File: src/design/sfsp_pkg.sv
package sfsp_pkg;

   localparam int CFG_W = 17;
   localparam int ARG_W = 14;
   localparam int RSP_DEPTH = 4;

   typedef enum logic [2:0] {
      PH_HEADER   = 3'd0,
      PH_MAGIC    = 3'd1,
      PH_TIMEOUT  = 3'd2,
      PH_COUNT    = 3'd3,
      PH_ARGLEN   = 3'd4,
      PH_ARGBYTES = 3'd5,
      PH_SKIP     = 3'd6,
      PH_HALT     = 3'd7
   } phase_type;

   localparam logic [2:0] KIND_TIMEOUT   = 3'd0;
   localparam logic [2:0] KIND_ARG_COUNT = 3'd1;
   localparam logic [2:0] KIND_ARG_LEN   = 3'd2;
   localparam logic [2:0] KIND_ARG_BYTE  = 3'd3;
   localparam logic [2:0] KIND_ACCEPTED  = 3'd4;
   localparam logic [2:0] KIND_REJECTED  = 3'd5;

   localparam logic [2:0] ERR_OVERSIZE      = 3'd0;
   localparam logic [2:0] ERR_NOT_SUBMIT    = 3'd1;
   localparam logic [2:0] ERR_SHORT_HEADER  = 3'd2;
   localparam logic [2:0] ERR_COUNT_TOO_BIG = 3'd3;
   localparam logic [2:0] ERR_ARG_TRUNCATED = 3'd4;
   localparam logic [2:0] ERR_TRAILING      = 3'd5;
   localparam logic [2:0] ERR_SHORT_LENGTH  = 3'd6;

   localparam logic [2:0] MAGIC_LEN = 3'd6;

   typedef struct packed {
      logic [2:0]       result_kind;
      logic [31:0]      value;
      logic [ARG_W-1:0] arg_index;
      logic [2:0]       error_code;
      logic             frame_last;
   } result_type;

   typedef struct packed {
      logic [1:0] count;
      result_type first;
      result_type second;
   } rsp_push_type;

   function automatic logic [7:0] magic_byte(input logic [2:0] idx);
      logic [7:0] b;
      unique case (idx)
         3'd0: b = 8'h53;
         3'd1: b = 8'h55;
         3'd2: b = 8'h42;
         3'd3: b = 8'h4D;
         3'd4: b = 8'h49;
         3'd5: b = 8'h54;
         default: b = 8'h00;
      endcase
      return b;
   endfunction

endpackage

File: src/design/sfsp_core.sv
module sfsp_core
   import sfsp_pkg::*;
#(
   parameter int MAX_FRAME_LIMIT = 65536
) (
   input  logic             clock,
   input  logic             reset,
   input  logic             in_accept,
   input  logic [7:0]       data_byte,
   input  logic             csr_write_enable,
   input  logic [CFG_W-1:0] csr_max_frame_size,
   output rsp_push_type     push
);

   localparam int FRAME_W = $clog2(MAX_FRAME_LIMIT + 1);
   localparam int AB_W = $clog2(MAX_FRAME_LIMIT);
   localparam logic [31:0] LIMIT_CAP = 32'(MAX_FRAME_LIMIT);
   localparam logic [CFG_W-1:0] CFG_RESET = CFG_W'(65536);

   logic [CFG_W-1:0]   max_frame_size_ff;
   phase_type          phase_ff, phase_in;
   logic [2:0]         field_count_ff, field_count_in;
   logic [31:0]        field_shift_ff, field_shift_in;
   logic [FRAME_W-1:0] frame_remaining_ff, frame_remaining_in;
   logic [ARG_W-1:0]   args_left_ff, args_left_in;
   logic [ARG_W-1:0]   current_arg_ff, current_arg_in;
   logic [AB_W-1:0]    arg_bytes_left_ff, arg_bytes_left_in;
   logic [31:0]        limit;

   assign limit = (32'(max_frame_size_ff) < LIMIT_CAP) ? 32'(max_frame_size_ff) : LIMIT_CAP;

   always_ff @(posedge clock) begin
      if (reset) begin
         max_frame_size_ff  <= CFG_RESET;
         phase_ff           <= PH_HEADER;
         field_count_ff     <= '0;
         field_shift_ff     <= '0;
         frame_remaining_ff <= '0;
         args_left_ff       <= '0;
         current_arg_ff     <= '0;
         arg_bytes_left_ff  <= '0;
      end else begin
         if (csr_write_enable) begin
            max_frame_size_ff <= csr_max_frame_size;
         end
         phase_ff           <= phase_in;
         field_count_ff     <= field_count_in;
         field_shift_ff     <= field_shift_in;
         frame_remaining_ff <= frame_remaining_in;
         args_left_ff       <= args_left_in;
         current_arg_ff     <= current_arg_in;
         arg_bytes_left_ff  <= arg_bytes_left_in;
      end
   end

   always_comb begin
      logic [31:0]        shift_next;
      logic [FRAME_W-1:0] rem_dec;
      logic [AB_W-1:0]    ab_dec;
      logic [ARG_W-1:0]   args_val;
      logic               field_done;
      logic               emit_data;
      logic               verdict_go;
      logic               verdict_ok;
      logic               next_arg_go;
      logic               halt_go;
      logic [2:0]         verdict_err;
      result_type         data_res;
      result_type         verdict_res;

      phase_in           = phase_ff;
      field_count_in     = field_count_ff;
      field_shift_in     = field_shift_ff;
      frame_remaining_in = frame_remaining_ff;
      args_left_in       = args_left_ff;
      current_arg_in     = current_arg_ff;
      arg_bytes_left_in  = arg_bytes_left_ff;

      shift_next  = {field_shift_ff[23:0], data_byte};
      field_done  = (field_count_ff >= 3'd3);
      rem_dec     = (frame_remaining_ff != '0) ? frame_remaining_ff - FRAME_W'(1) : '0;
      ab_dec      = (arg_bytes_left_ff != '0) ? arg_bytes_left_ff - AB_W'(1) : '0;
      args_val    = '0;
      emit_data   = 1'b0;
      verdict_go  = 1'b0;
      verdict_ok  = 1'b0;
      next_arg_go = 1'b0;
      halt_go     = 1'b0;
      verdict_err = ERR_OVERSIZE;
      data_res    = '0;

      if (in_accept && phase_ff != PH_HALT) begin
         if (phase_ff != PH_HEADER) begin
            frame_remaining_in = rem_dec;
         end
         if (phase_ff == PH_HEADER || phase_ff == PH_TIMEOUT || phase_ff == PH_COUNT ||
             phase_ff == PH_ARGLEN) begin
            if (field_done) begin
               field_count_in = '0;
               field_shift_in = '0;
            end else begin
               field_count_in = field_count_ff + 3'd1;
               field_shift_in = shift_next;
            end
         end
         unique case (phase_ff)
            PH_HEADER: begin
               if (field_done) begin
                  if (shift_next > limit) begin
                     frame_remaining_in = '0;
                     verdict_go         = 1'b1;
                     verdict_err        = ERR_OVERSIZE;
                     halt_go            = 1'b1;
                  end else begin
                     frame_remaining_in = shift_next[FRAME_W-1:0];
                     if (shift_next < 32'd6) begin
                        verdict_go  = 1'b1;
                        verdict_err = ERR_NOT_SUBMIT;
                     end else begin
                        phase_in = PH_MAGIC;
                     end
                  end
               end
            end
            PH_MAGIC: begin
               if (field_count_ff >= MAGIC_LEN || data_byte != magic_byte(field_count_ff)) begin
                  verdict_go  = 1'b1;
                  verdict_err = ERR_NOT_SUBMIT;
               end else if (field_count_ff == MAGIC_LEN - 3'd1) begin
                  field_count_in = '0;
                  field_shift_in = '0;
                  if (rem_dec < FRAME_W'(4)) begin
                     verdict_go  = 1'b1;
                     verdict_err = ERR_SHORT_HEADER;
                  end else begin
                     phase_in = PH_TIMEOUT;
                  end
               end else begin
                  field_count_in = field_count_ff + 3'd1;
               end
            end
            PH_TIMEOUT: begin
               if (field_done) begin
                  emit_data            = 1'b1;
                  data_res.result_kind = KIND_TIMEOUT;
                  data_res.value       = shift_next;
                  if (rem_dec < FRAME_W'(4)) begin
                     verdict_go  = 1'b1;
                     verdict_err = ERR_SHORT_HEADER;
                  end else begin
                     phase_in = PH_COUNT;
                  end
               end
            end
            PH_COUNT: begin
               if (field_done) begin
                  emit_data            = 1'b1;
                  data_res.result_kind = KIND_ARG_COUNT;
                  data_res.value       = shift_next;
                  if (shift_next > 32'(rem_dec >> 2)) begin
                     verdict_go  = 1'b1;
                     verdict_err = ERR_COUNT_TOO_BIG;
                  end else begin
                     args_left_in   = shift_next[ARG_W-1:0];
                     current_arg_in = '0;
                     next_arg_go    = 1'b1;
                     args_val       = shift_next[ARG_W-1:0];
                  end
               end
            end
            PH_ARGLEN: begin
               if (field_done) begin
                  emit_data            = 1'b1;
                  data_res.result_kind = KIND_ARG_LEN;
                  data_res.value       = shift_next;
                  data_res.arg_index   = current_arg_ff;
                  if (shift_next > 32'(rem_dec)) begin
                     verdict_go  = 1'b1;
                     verdict_err = ERR_ARG_TRUNCATED;
                  end else if (shift_next == 32'd0) begin
                     args_left_in   = args_left_ff - ARG_W'(1);
                     current_arg_in = current_arg_ff + ARG_W'(1);
                     next_arg_go    = 1'b1;
                     args_val       = args_left_ff - ARG_W'(1);
                  end else begin
                     arg_bytes_left_in = shift_next[AB_W-1:0];
                     phase_in          = PH_ARGBYTES;
                  end
               end
            end
            PH_ARGBYTES: begin
               emit_data            = 1'b1;
               data_res.result_kind = KIND_ARG_BYTE;
               data_res.value       = 32'(data_byte);
               data_res.arg_index   = current_arg_ff;
               arg_bytes_left_in    = ab_dec;
               if (ab_dec == '0) begin
                  args_left_in   = args_left_ff - ARG_W'(1);
                  current_arg_in = current_arg_ff + ARG_W'(1);
                  next_arg_go    = 1'b1;
                  args_val       = args_left_ff - ARG_W'(1);
               end
            end
            PH_SKIP: begin
               if (rem_dec == '0) begin
                  phase_in = PH_HEADER;
               end
            end
            PH_HALT: begin
            end
         endcase

         if (next_arg_go) begin
            if (args_val == '0) begin
               verdict_go  = 1'b1;
               verdict_ok  = (rem_dec == '0);
               verdict_err = ERR_TRAILING;
            end else if (rem_dec < FRAME_W'(4)) begin
               verdict_go  = 1'b1;
               verdict_err = ERR_SHORT_LENGTH;
            end else begin
               field_count_in = '0;
               field_shift_in = '0;
               phase_in       = PH_ARGLEN;
            end
         end

         if (verdict_go) begin
            field_count_in = '0;
            field_shift_in = '0;
            phase_in       = (frame_remaining_in != '0) ? PH_SKIP : PH_HEADER;
         end
         if (halt_go) begin
            phase_in = PH_HALT;
         end
      end

      verdict_res             = '0;
      verdict_res.result_kind = verdict_ok ? KIND_ACCEPTED : KIND_REJECTED;
      verdict_res.error_code  = verdict_ok ? ERR_OVERSIZE : verdict_err;
      verdict_res.frame_last  = 1'b1;

      push.count  = {1'b0, emit_data} + {1'b0, verdict_go};
      push.first  = emit_data ? data_res : verdict_res;
      push.second = verdict_res;
   end

`ifndef SYNTHESIS
   a_halt_sticky: assert property (@(posedge clock) disable iff (reset)
      phase_ff == PH_HALT |=> phase_ff == PH_HALT)
      else $error("halted parser resumed without reset");

   a_header_no_remaining: assert property (@(posedge clock)
      phase_ff == PH_HEADER |-> frame_remaining_ff == '0)
      else $error("length header expected with payload bytes still owed");

   a_pair_ends_frame: assert property (@(posedge clock) disable iff (reset)
      push.count == 2'd2 |-> push.second.frame_last && !push.first.frame_last)
      else $error("two results from one byte without a closing verdict");
`endif

endmodule

File: src/design/sfsp_rsp_fifo.sv
module sfsp_rsp_fifo
   import sfsp_pkg::*;
(
   input  logic         clock,
   input  logic         reset,
   input  rsp_push_type push,
   output logic         space_ok,
   output logic         rsp_valid,
   input  logic         rsp_ready,
   output result_type   head
);

   localparam int PTR_W = $clog2(RSP_DEPTH);
   localparam int CNT_W = $clog2(RSP_DEPTH + 1);

   result_type       mem [RSP_DEPTH];
   logic [PTR_W-1:0] wr_ptr_ff, wr_ptr_in;
   logic [PTR_W-1:0] rd_ptr_ff, rd_ptr_in;
   logic [CNT_W-1:0] count_ff, count_in;
   logic             pop;

   assign rsp_valid = (count_ff != '0);
   assign pop       = rsp_valid && rsp_ready;
   assign space_ok  = (count_ff <= CNT_W'(RSP_DEPTH - 2));
   assign head      = mem[rd_ptr_ff];

   assign wr_ptr_in = wr_ptr_ff + PTR_W'(push.count);
   assign rd_ptr_in = rd_ptr_ff + PTR_W'(pop);
   assign count_in  = count_ff + CNT_W'(push.count) - CNT_W'(pop);

   always_ff @(posedge clock) begin
      if (reset) begin
         wr_ptr_ff <= '0;
         rd_ptr_ff <= '0;
         count_ff  <= '0;
      end else begin
         wr_ptr_ff <= wr_ptr_in;
         rd_ptr_ff <= rd_ptr_in;
         count_ff  <= count_in;
      end
   end

   always_ff @(posedge clock) begin
      if (push.count != 2'd0) begin
         mem[wr_ptr_ff] <= push.first;
      end
      if (push.count == 2'd2) begin
         mem[wr_ptr_ff + PTR_W'(1)] <= push.second;
      end
   end

`ifndef SYNTHESIS
   a_count_bound: assert property (@(posedge clock) disable iff (reset)
      count_ff <= CNT_W'(RSP_DEPTH))
      else $error("result queue overfilled");

   a_push_fits: assert property (@(posedge clock) disable iff (reset)
      push.count != 2'd0 |-> (count_ff + CNT_W'(push.count)) <= CNT_W'(RSP_DEPTH))
      else $error("result pushed without room");

   a_push_shows: assert property (@(posedge clock) disable iff (reset)
      (count_ff == '0 && push.count != 2'd0) |=> rsp_valid)
      else $error("pushed result not presented");
`endif

endmodule

File: src/design/submit_frame_stream_parser.sv
// Parses a byte stream of length-prefixed SUBMIT frames and emits the timeout, argument
// count, argument lengths and argument bytes as they complete, closing each frame with an
// accept or a coded reject; a declared length above the limit halts the parser until reset.
// One request byte is taken per cycle while req_ready is high; its results are queued.
// A byte that completes a field and decides the verdict yields two results; the four-entry
// result queue drains one result per cycle while rsp_ready is high, so req_ready drops
// whenever more than two results are queued, and a byte is then held until the queue frees
// that room. Writes to csr_max_frame_size take effect at the next completed length header.
module submit_frame_stream_parser
   import sfsp_pkg::*;
#(
   parameter int MAX_FRAME_LIMIT = 65536
) (
   input  logic             clock,
   input  logic             reset,
   input  logic             req_valid,
   output logic             req_ready,
   input  logic [7:0]       req_data_byte,
   output logic             rsp_valid,
   input  logic             rsp_ready,
   output logic [2:0]       rsp_result_kind,
   output logic [31:0]      rsp_value,
   output logic [ARG_W-1:0] rsp_arg_index,
   output logic [2:0]       rsp_error_code,
   output logic             rsp_frame_last,
   input  logic             csr_write_enable,
   input  logic [CFG_W-1:0] csr_max_frame_size
);

   rsp_push_type push;
   result_type   head;
   logic         space_ok;

   assign req_ready = space_ok;

   sfsp_core #(
      .MAX_FRAME_LIMIT(MAX_FRAME_LIMIT)
   ) u_core (
      .clock              (clock),
      .reset              (reset),
      .in_accept          (req_valid && req_ready),
      .data_byte          (req_data_byte),
      .csr_write_enable   (csr_write_enable),
      .csr_max_frame_size (csr_max_frame_size),
      .push               (push)
   );

   sfsp_rsp_fifo u_rsp_fifo (
      .clock     (clock),
      .reset     (reset),
      .push      (push),
      .space_ok  (space_ok),
      .rsp_valid (rsp_valid),
      .rsp_ready (rsp_ready),
      .head      (head)
   );

   assign rsp_result_kind = head.result_kind;
   assign rsp_value       = head.value;
   assign rsp_arg_index   = head.arg_index;
   assign rsp_error_code  = head.error_code;
   assign rsp_frame_last  = head.frame_last;

endmodule
File: config.mk
export PLATFORM = sky130hd
export DESIGN_NAME = submit_frame_stream_parser
export DESIGN_NICKNAME = d
export VERILOG_FILES = /design/src/design/sfsp_pkg.sv /design/src/design/sfsp_core.sv /design/src/design/sfsp_rsp_fifo.sv /design/src/design/submit_frame_stream_parser.sv
export SDC_FILE = /design/constraint.sdc
export NUM_CORES = 1
export LEC_CHECK = 0
export ABC_AREA = 1
export BUFFER_PORTS_ARGS = -buffer_cell sky130_fd_sc_hd__buf_4
export CAP_MARGIN = 30
export CORE_MARGIN = 4
export CORE_UTILIZATION = 57
export DETAILED_ROUTE_END_ITERATION = 7
export PLACE_DENSITY = 0.81
export SYNTH_ARGS = -nofsm -noshare
export SYNTH_HDL_FRONTEND = slang
export SYNTH_HIERARCHICAL = 1
export SYNTH_SLANG_ARGS = --single-unit
File: constraint.sdc
create_clock -name clock -period 7.8 [get_ports clock]
set_clock_uncertainty 0.05 [all_clocks]
set_input_delay 0.78 -clock clock [delete_from_list [all_inputs] [get_ports clock]]
set_output_delay 0.78 -clock clock [all_outputs]
set_load 0.01 [all_outputs]
==> results.json, run 1 <==
{
  "outcome": "finished, final reports clean",
  "vias": 18435,
  "worstPathArrival_ns": 5.78,
  "wirelength_um": 55400,
  "drive_gt1_frac": 0.0929,
  "path_class": "reg -> reg",
  "grt_use_met1": 0.370,
  "clk_pin_slew_worst_paths_ns": 0.06,
  "final_antenna_net_count": 0,
  "netlist_area_um2": 20300,
  "min_to": "u_core/max_frame_size_ff[0]",
  "power_density_nw_per_um2": 327,
  "crit_fanout": 28,
  "max_slew_margin": 0.388,
  "start_util": 0.583,
  "comb_power_share": 0.475,
  "synth_top_area_share": 0.314,
  "drt_iter0_markers": 1812,
  "finalHoldViolCount": 0,
  "port_buffers": 84,
  "timing.final.crit_share": 0.723,
  "synthCells": 2668,
  "gr-usage-all-layers": 0.277,
  "route.detailed.drc": 0,
  "ys_warn_count": 6,
  "yosysMostFrequentCell": "nand2_1",
  "cpLargestDelayFamily": "simple AND/OR/NAND/NOR gates",
  "use_met2": 0.467,
  "whs_path_depth": 2,
  "crit_slowest_cell": "nand2_2",
  "slew_viol_final": 0,
  "worstHoldStart": "u_core/max_frame_size_ff[0]",
  "ys_types": 52,
  "rr_worst_depth": 27,
  "die_x_um": 197,
  "cts.sinks": 327,
  "num_rows": 68,
  "synth-async-reset-ratio": 0,
  "syn_to_final_growth_pct": 8.71,
  "hp-class": "reg -> reg",
  "via_per_inst": 5.84,
  "gp_congestion": 0.952,
  "r2r_end": "u_rsp_fifo/mem[0][38]",
  "grt_pass1_vias": 17224,
  "hpwl_um": 36200,
  "power.switching_uw": 3140,
  "fin_tns_setup_ns": 0,
  "die_y_um": 197,
  "post_drt_wl_per_cell_um": 17.6,
  "cts_made_buffers": 36,
  "path_common_cell": "nand2_1",
  "grt_pass1_wl_um": 88200,
  "dpl_worst_slack_ns": 2.26,
  "grt_setup_unrepaired": "false",
  "synth_top_area_cell": "edfxtp_1",
  "path_buf_inv": 3,
  "antenna_found_initial": 0,
  "ys_ff_latch": 327,
  "p_leak_uw": 0.00863,
  "fin_nets": 2769,
  "dieArea_um2": 38700,
  "layout_min_cycle_time_ns": 5.64,
  "worst_slew_pin_slew_ns": 0.911,
  "yosysSeqAreaShare": 0.427,
  "clkLatencyLatePin_ns": 0.53,
  "crit_path_end_kind": "register",
  "crit_cells": 27,
  "vdd_ir_drop_max_mv": 0.215,
  "clkPwrFrac": 0.220,
  "ff2ff_setup_slack_ns": 2.16,
  "clock-root-buffer": "clkbuf_16",
  "max_freq_mhz": 177,
  "coreArea_um2": 34800,
  "synth-edff-count": 212,
  "maxCapViolations": 0,
  "cts_tree": "yes",
  "cts_hold_buf": 0,
  "netlist_top_cells_area": "edfxtp_1 31%, dfxtp_1 11%, nand2_1 10%",
  "worstPathRequired_ns": 7.95,
  "htreeDepth": 2,
  "overflow": 0,
  "syn_area_per_cell_um2": 7.61,
  "r2r_start": "u_core/frame_remaining_ff[0]",
  "sw_frac_of_total": 0.436,
  "grt_max_degree": 107,
  "crit_path_max_incr_delay_ns": 0.66,
  "io_pins": 85,
  "power_frac_seq": 0.305,
  "postCtsSetupBuffers": 0,
  "dominantRegCellSynth": "edfxtp_1",
  "worst_setup_path_start_kind": "register",
  "synth_common_cells": "550 x nand2_1, 371 x nor2_1, 338 x o21ai_0, 220 x inv_1, 212 x edfxtp_1",
  "power.total_uw": 7200,
  "cts_buffer_depth": 3,
  "cts_resized": 0,
  "setup-violations-final": 0,
  "setup_ws_ns": 2.16,
  "p_int_uw": 4060,
  "use_met3": 0.0398,
  "grt_busiest_layer": "met2",
  "diodes": 0,
  "first_pass_iters": 6
}
[registers in the layout, summed over array words and instances, names as in the netlist]
signal	count
u_core/args_left_ff	14
u_rsp_fifo/count_ff	3
u_rsp_fifo/mem	212
u_core/phase_ff	3
u_core/field_shift_ff	24
u_core/current_arg_ff	14
u_core/frame_remaining_ff	17
u_core/arg_bytes_left_ff	16
u_rsp_fifo/wr_ptr_ff	2
u_core/field_count_ff	3
u_core/max_frame_size_ff	17
u_rsp_fifo/rd_ptr_ff	2
[power groups by stage]
stage	registers, uW	logic (uW)	clock network, uW
final	2200	3420	1580
after global routing	2210	3820	1690
after CTS	2220	3330	1610
after detailed placement	2250	3310	0
after global placement	2250	3260	0
after floorplan	2160	2440	0
[layer usage]
| layer | vias up | wire (um) |
|---|---|---|
| met5 | - | 0 |
| met4 | 0 | 1890 |
| met3 | 142 | 4970 |
| met2 | 900 | 26100 |
| met1 | 8430 | 22500 |
| li1 | 8963 | - |
[cells by family (layout without fill, tap and decap cells)]
group | count (synthesis) | count (layout) | synth area share
compound gates | 681 | 681 | 0.191
xor+xnor | 28 | 28 | 0.0121
fa+ha+maj | 63 | 63 | 0.0392
buf+inv | 427 | 412 | 0.0969
flops | 327 | 327 | 0.427
other cells | 2 | 50 | 0.000370
simple gates | 1140 | 1140 | 0.233
[per-stage QoR]
stage	hold slack, ns	instance area [um2]	std cells	utilization
detailed placement	0.402	20900	3089	0.600
global placement	0.399	20800	3086	0.598
global route	0.414	22100	3156	0.634
finish	0.412	22100	3156	0.634
floorplan	0.385	20500	2716	-
CTS	0.409	22000	3152	0.631
[how the worst max path moves through the flow]
stage	startpoint	slack, ns	end
after floorplan	u_core/frame_remaining_ff[0]	0.09	u_rsp_fifo/mem[3][0]
after global placement	u_core/frame_remaining_ff[0]	2.19	u_rsp_fifo/mem[2][12]
after detailed placement	u_core/frame_remaining_ff[0]	2.26	u_rsp_fifo/mem[0][25]
after CTS	u_core/frame_remaining_ff[0]	2.23	u_rsp_fifo/mem[0][38]
after global routing	u_core/frame_remaining_ff[0]	1.73	u_rsp_fifo/mem[0][38]
final	u_core/frame_remaining_ff[0]	2.16	u_rsp_fifo/mem[0][38]
[cell usage in the layout (no fill, tap or decap), types with 9 or more instances in the layout]
master	Yosys	layout
a211oi_2	13	13
o21ai_1	93	93
xor2_1	26	26
clkinv_1	4	15
inv_1	220	219
o21ai_2	9	9
edfxtp_1	212	212
a211oi_1	41	41
clkbuf_16	0	36
nor2_2	16	16
nand2_2	11	13
a21oi_1	75	75
nand3_1	94	94
conb_1	2	50
a31oi_1	17	17
nand4_1	24	24
a22oi_2	10	10
nand2_1	550	546
buf_4	58	107
a22oi_1	9	9
o22ai_1	64	64
dfxtp_1	115	114
clkbuf_1	95	9
nor3_1	43	43
inv_2	9	10
ha_1	62	62
o21ai_0	338	338
nor2_1	371	371
[worst reg2reg max path: cells and delay by family, from the launching register on]
| kind | cells | cell delay (ns) |
|---|---|---|
| buffers and inverters | 3 | 0.66 |
| and+or+nand+nor | 21 | 3.16 |
| DFF | 1 | 0.38 |
| adders and majority gates | 3 | 1.06 |
[area by class of cell]
cell class | instances | area [um2]
fill | 2875 | 12700
multi-input combinational | 1962 | 9870
sequential | 327 | 8670
timing repair buffer | 114 | 988
clock buffer | 45 | 935
inverter | 235 | 885
tap | 455 | 569
clock inverter | 18 | 141
Power figures use the tool's default switching activity.
==> run 2, diff against run 1 <==
- CORE_UTILIZATION: 57 -> 63
- PLACE_DENSITY: 0.81 -> 0.85
- clock period: 7.8 -> 5.5 ns (I/O delays scaled with it)
==> run 2 against run 1 <==
Effect of this change: final cell count is 1.7% lower; worst hold slack worse by 0.22 ns; via count rose by 1.1%; largest cell class unchanged; non-clock buffer count down 3; flip-flop and latch count unchanged; largest power group unchanged; clock power rose by 54%; wire length up 0.62%; total power increased by 45%; utilization rose by 6.5 points; die area down 9.1%; first-iteration DRC count rose by 15%; count of clock-buffer cells in the layout grew 9.
==> results.json, run 2 (synthesis gave the netlist of run 1 again) <==
{
  "worstPathRequired_ns": 5.67,
  "timing.final.crit_share": 0.921,
  "cts_resized": 0,
  "comb_power_share": 0.469,
  "finalHoldViolCount": 0,
  "placed_area_um2": 20900,
  "crit_path_max_incr_delay_ns": 0.41,
  "diodes": 0,
  "fin_tns_setup_ns": 0,
  "crit_path_end_kind": "register",
  "hpwl_um": 36200,
  "largest_reg_flops": 212,
  "vdd_ir_drop_max_mv": 0.377,
  "grt_pass1_vias": 17726,
  "wirelength_um": 55800,
  "max_slew_margin": 0.328,
  "path_class": "reg -> reg",
  "coreArea_um2": 31600,
  "start_util": 0.641,
  "post_drt_wl_per_cell_um": 18.0,
  "drive_gt1_frac": 0.0956,
  "htreeDepth": 2,
  "clkLatencyLatePin_ns": 0.54,
  "clk_pin_slew_worst_paths_ns": 0.06,
  "via_per_inst": 6.01,
  "fin_nets": 2766,
  "gr-usage-all-layers": 0.307,
  "cts_tree": "yes",
  "final_area_um2": 22100,
  "worstPathArrival_ns": 5.24,
  "layout_min_cycle_time_ns": 5.07,
  "cts.sinks": 327,
  "cpLargestDelayFamily": "simple AND/OR/NAND/NOR gates",
  "path_common_cell": "nand2_1",
  "syn_to_final_growth_pct": 8.90,
  "grt_setup_unrepaired": "false",
  "final_cell_mix": "546 x nand2_1, 371 x nor2_1, 338 x o21ai_0, 218 x inv_1, 212 x edfxtp_1",
  "io_pins": 85,
  "die_y_um": 187,
  "power_frac_seq": 0.298,
  "postCtsSetupBuffers": 0,
  "regMostFlops": "u_rsp_fifo/mem",
  "crit_slowest_cell": "ha_1",
  "clkPwrFrac": 0.233,
  "vias": 18638,
  "worst_slew_pin_slew_ns": 1.01,
  "power.total_uw": 10400,
  "crit_fanout": 25,
  "setup-violations-final": 0,
  "p_leak_uw": 0.00866,
  "grt_pass1_wl_um": 89500,
  "cts_made_buffers": 36,
  "outcome": "finished, final reports clean",
  "largestRegisters": "u_rsp_fifo/mem (212), u_core/field_shift_ff (24)",
  "overflow": 0,
  "port_buffers": 84,
  "max_freq_mhz": 197,
  "gp_congestion": 0.999,
  "worst_setup_path_start_kind": "register",
  "drt_iter0_markers": 2083,
  "final_common_cell": "nand2_1",
  "final_antenna_net_count": 0,
  "path_buf_inv": 3,
  "dieArea_um2": 35100,
  "route.detailed.drc": 0,
  "maxCapViolations": 0,
  "clock-root-buffer": "clkbuf_16",
  "num_rows": 65,
  "first_pass_iters": 7,
  "p_int_uw": 5910,
  "power_density_nw_per_um2": 471,
  "slew_viol_final": 0,
  "hp-class": "in -> reg",
  "die_x_um": 187,
  "cts_hold_buf": 0,
  "sw_frac_of_total": 0.433,
  "power.switching_uw": 4510,
  "cts_buffer_depth": 3,
  "antenna_found_initial": 1,
  "grt_max_degree": 99
}
[run 2: through the flow]
stage	setup WS (ns)	instances	hold slack, ns	util
floorplan	0.284	2716	0.385	-
global placement	0.576	3035	0.398	0.659
detailed placement	0.498	3036	0.400	0.660
CTS	0.484	3101	0.181	0.698
global route	0.0454	3102	0.201	0.699
finish	0.434	3102	0.188	0.699
[run 2: per-layer routing]
| layer | vias up | track usage | part of all wire |
|---|---|---|---|
| met5 | - | 0 | 0.00020 |
| met4 | 2 | 0.106 | 0.026 |
| met3 | 119 | 0.0523 | 0.090 |
| met2 | 947 | 0.522 | 0.48 |
| met1 | 8603 | 0.401 | 0.40 |
| li1 | 8967 | - | - |
[run 2: path summary, 6_finish.rpt]
kind / startpoint / to / slack, ns / depth (start not counted)
setup / recovery: u_core/frame_remaining_ff[0] / u_rsp_fifo/mem[2][11] / 0.43 / 27
hold / removal: csr_max_frame_size[13] / u_core/max_frame_size_ff[13] / 0.19 / 3
setup reg to reg: u_core/frame_remaining_ff[0] / u_rsp_fifo/mem[2][11] / 0.43 / 27
hold reg to reg: u_core/max_frame_size_ff[0] / u_core/max_frame_size_ff[0] / 0.41 / 2
[run 2: area by class of cell]
| class | instances | area [um2] |
|---|---|---|
| fillers | 2448 | 9540 |
| inverters | 235 | 885 |
| multi-input cells | 1962 | 9870 |
| clock buffers | 54 | 1090 |
| repair buffers | 111 | 978 |
| flip-flops and latches | 327 | 8670 |
| clock inverters | 11 | 96.3 |
| well taps | 402 | 503 |
[run 2: power groups by stage]
stage	combinational (uW)	clock (uW)	sequential (uW)
global route	5450	2560	3120
global placement	4600	0	3170
CTS	4740	2450	3130
floorplan	3470	0	3060
detailed placement	4700	0	3190
finish	4880	2430	3100
[run 2: worst min-delay path, cell delays in order]
cell and delay, ns:
buf_4 0.08, nor2_1 0.03, nor2_1 0.08
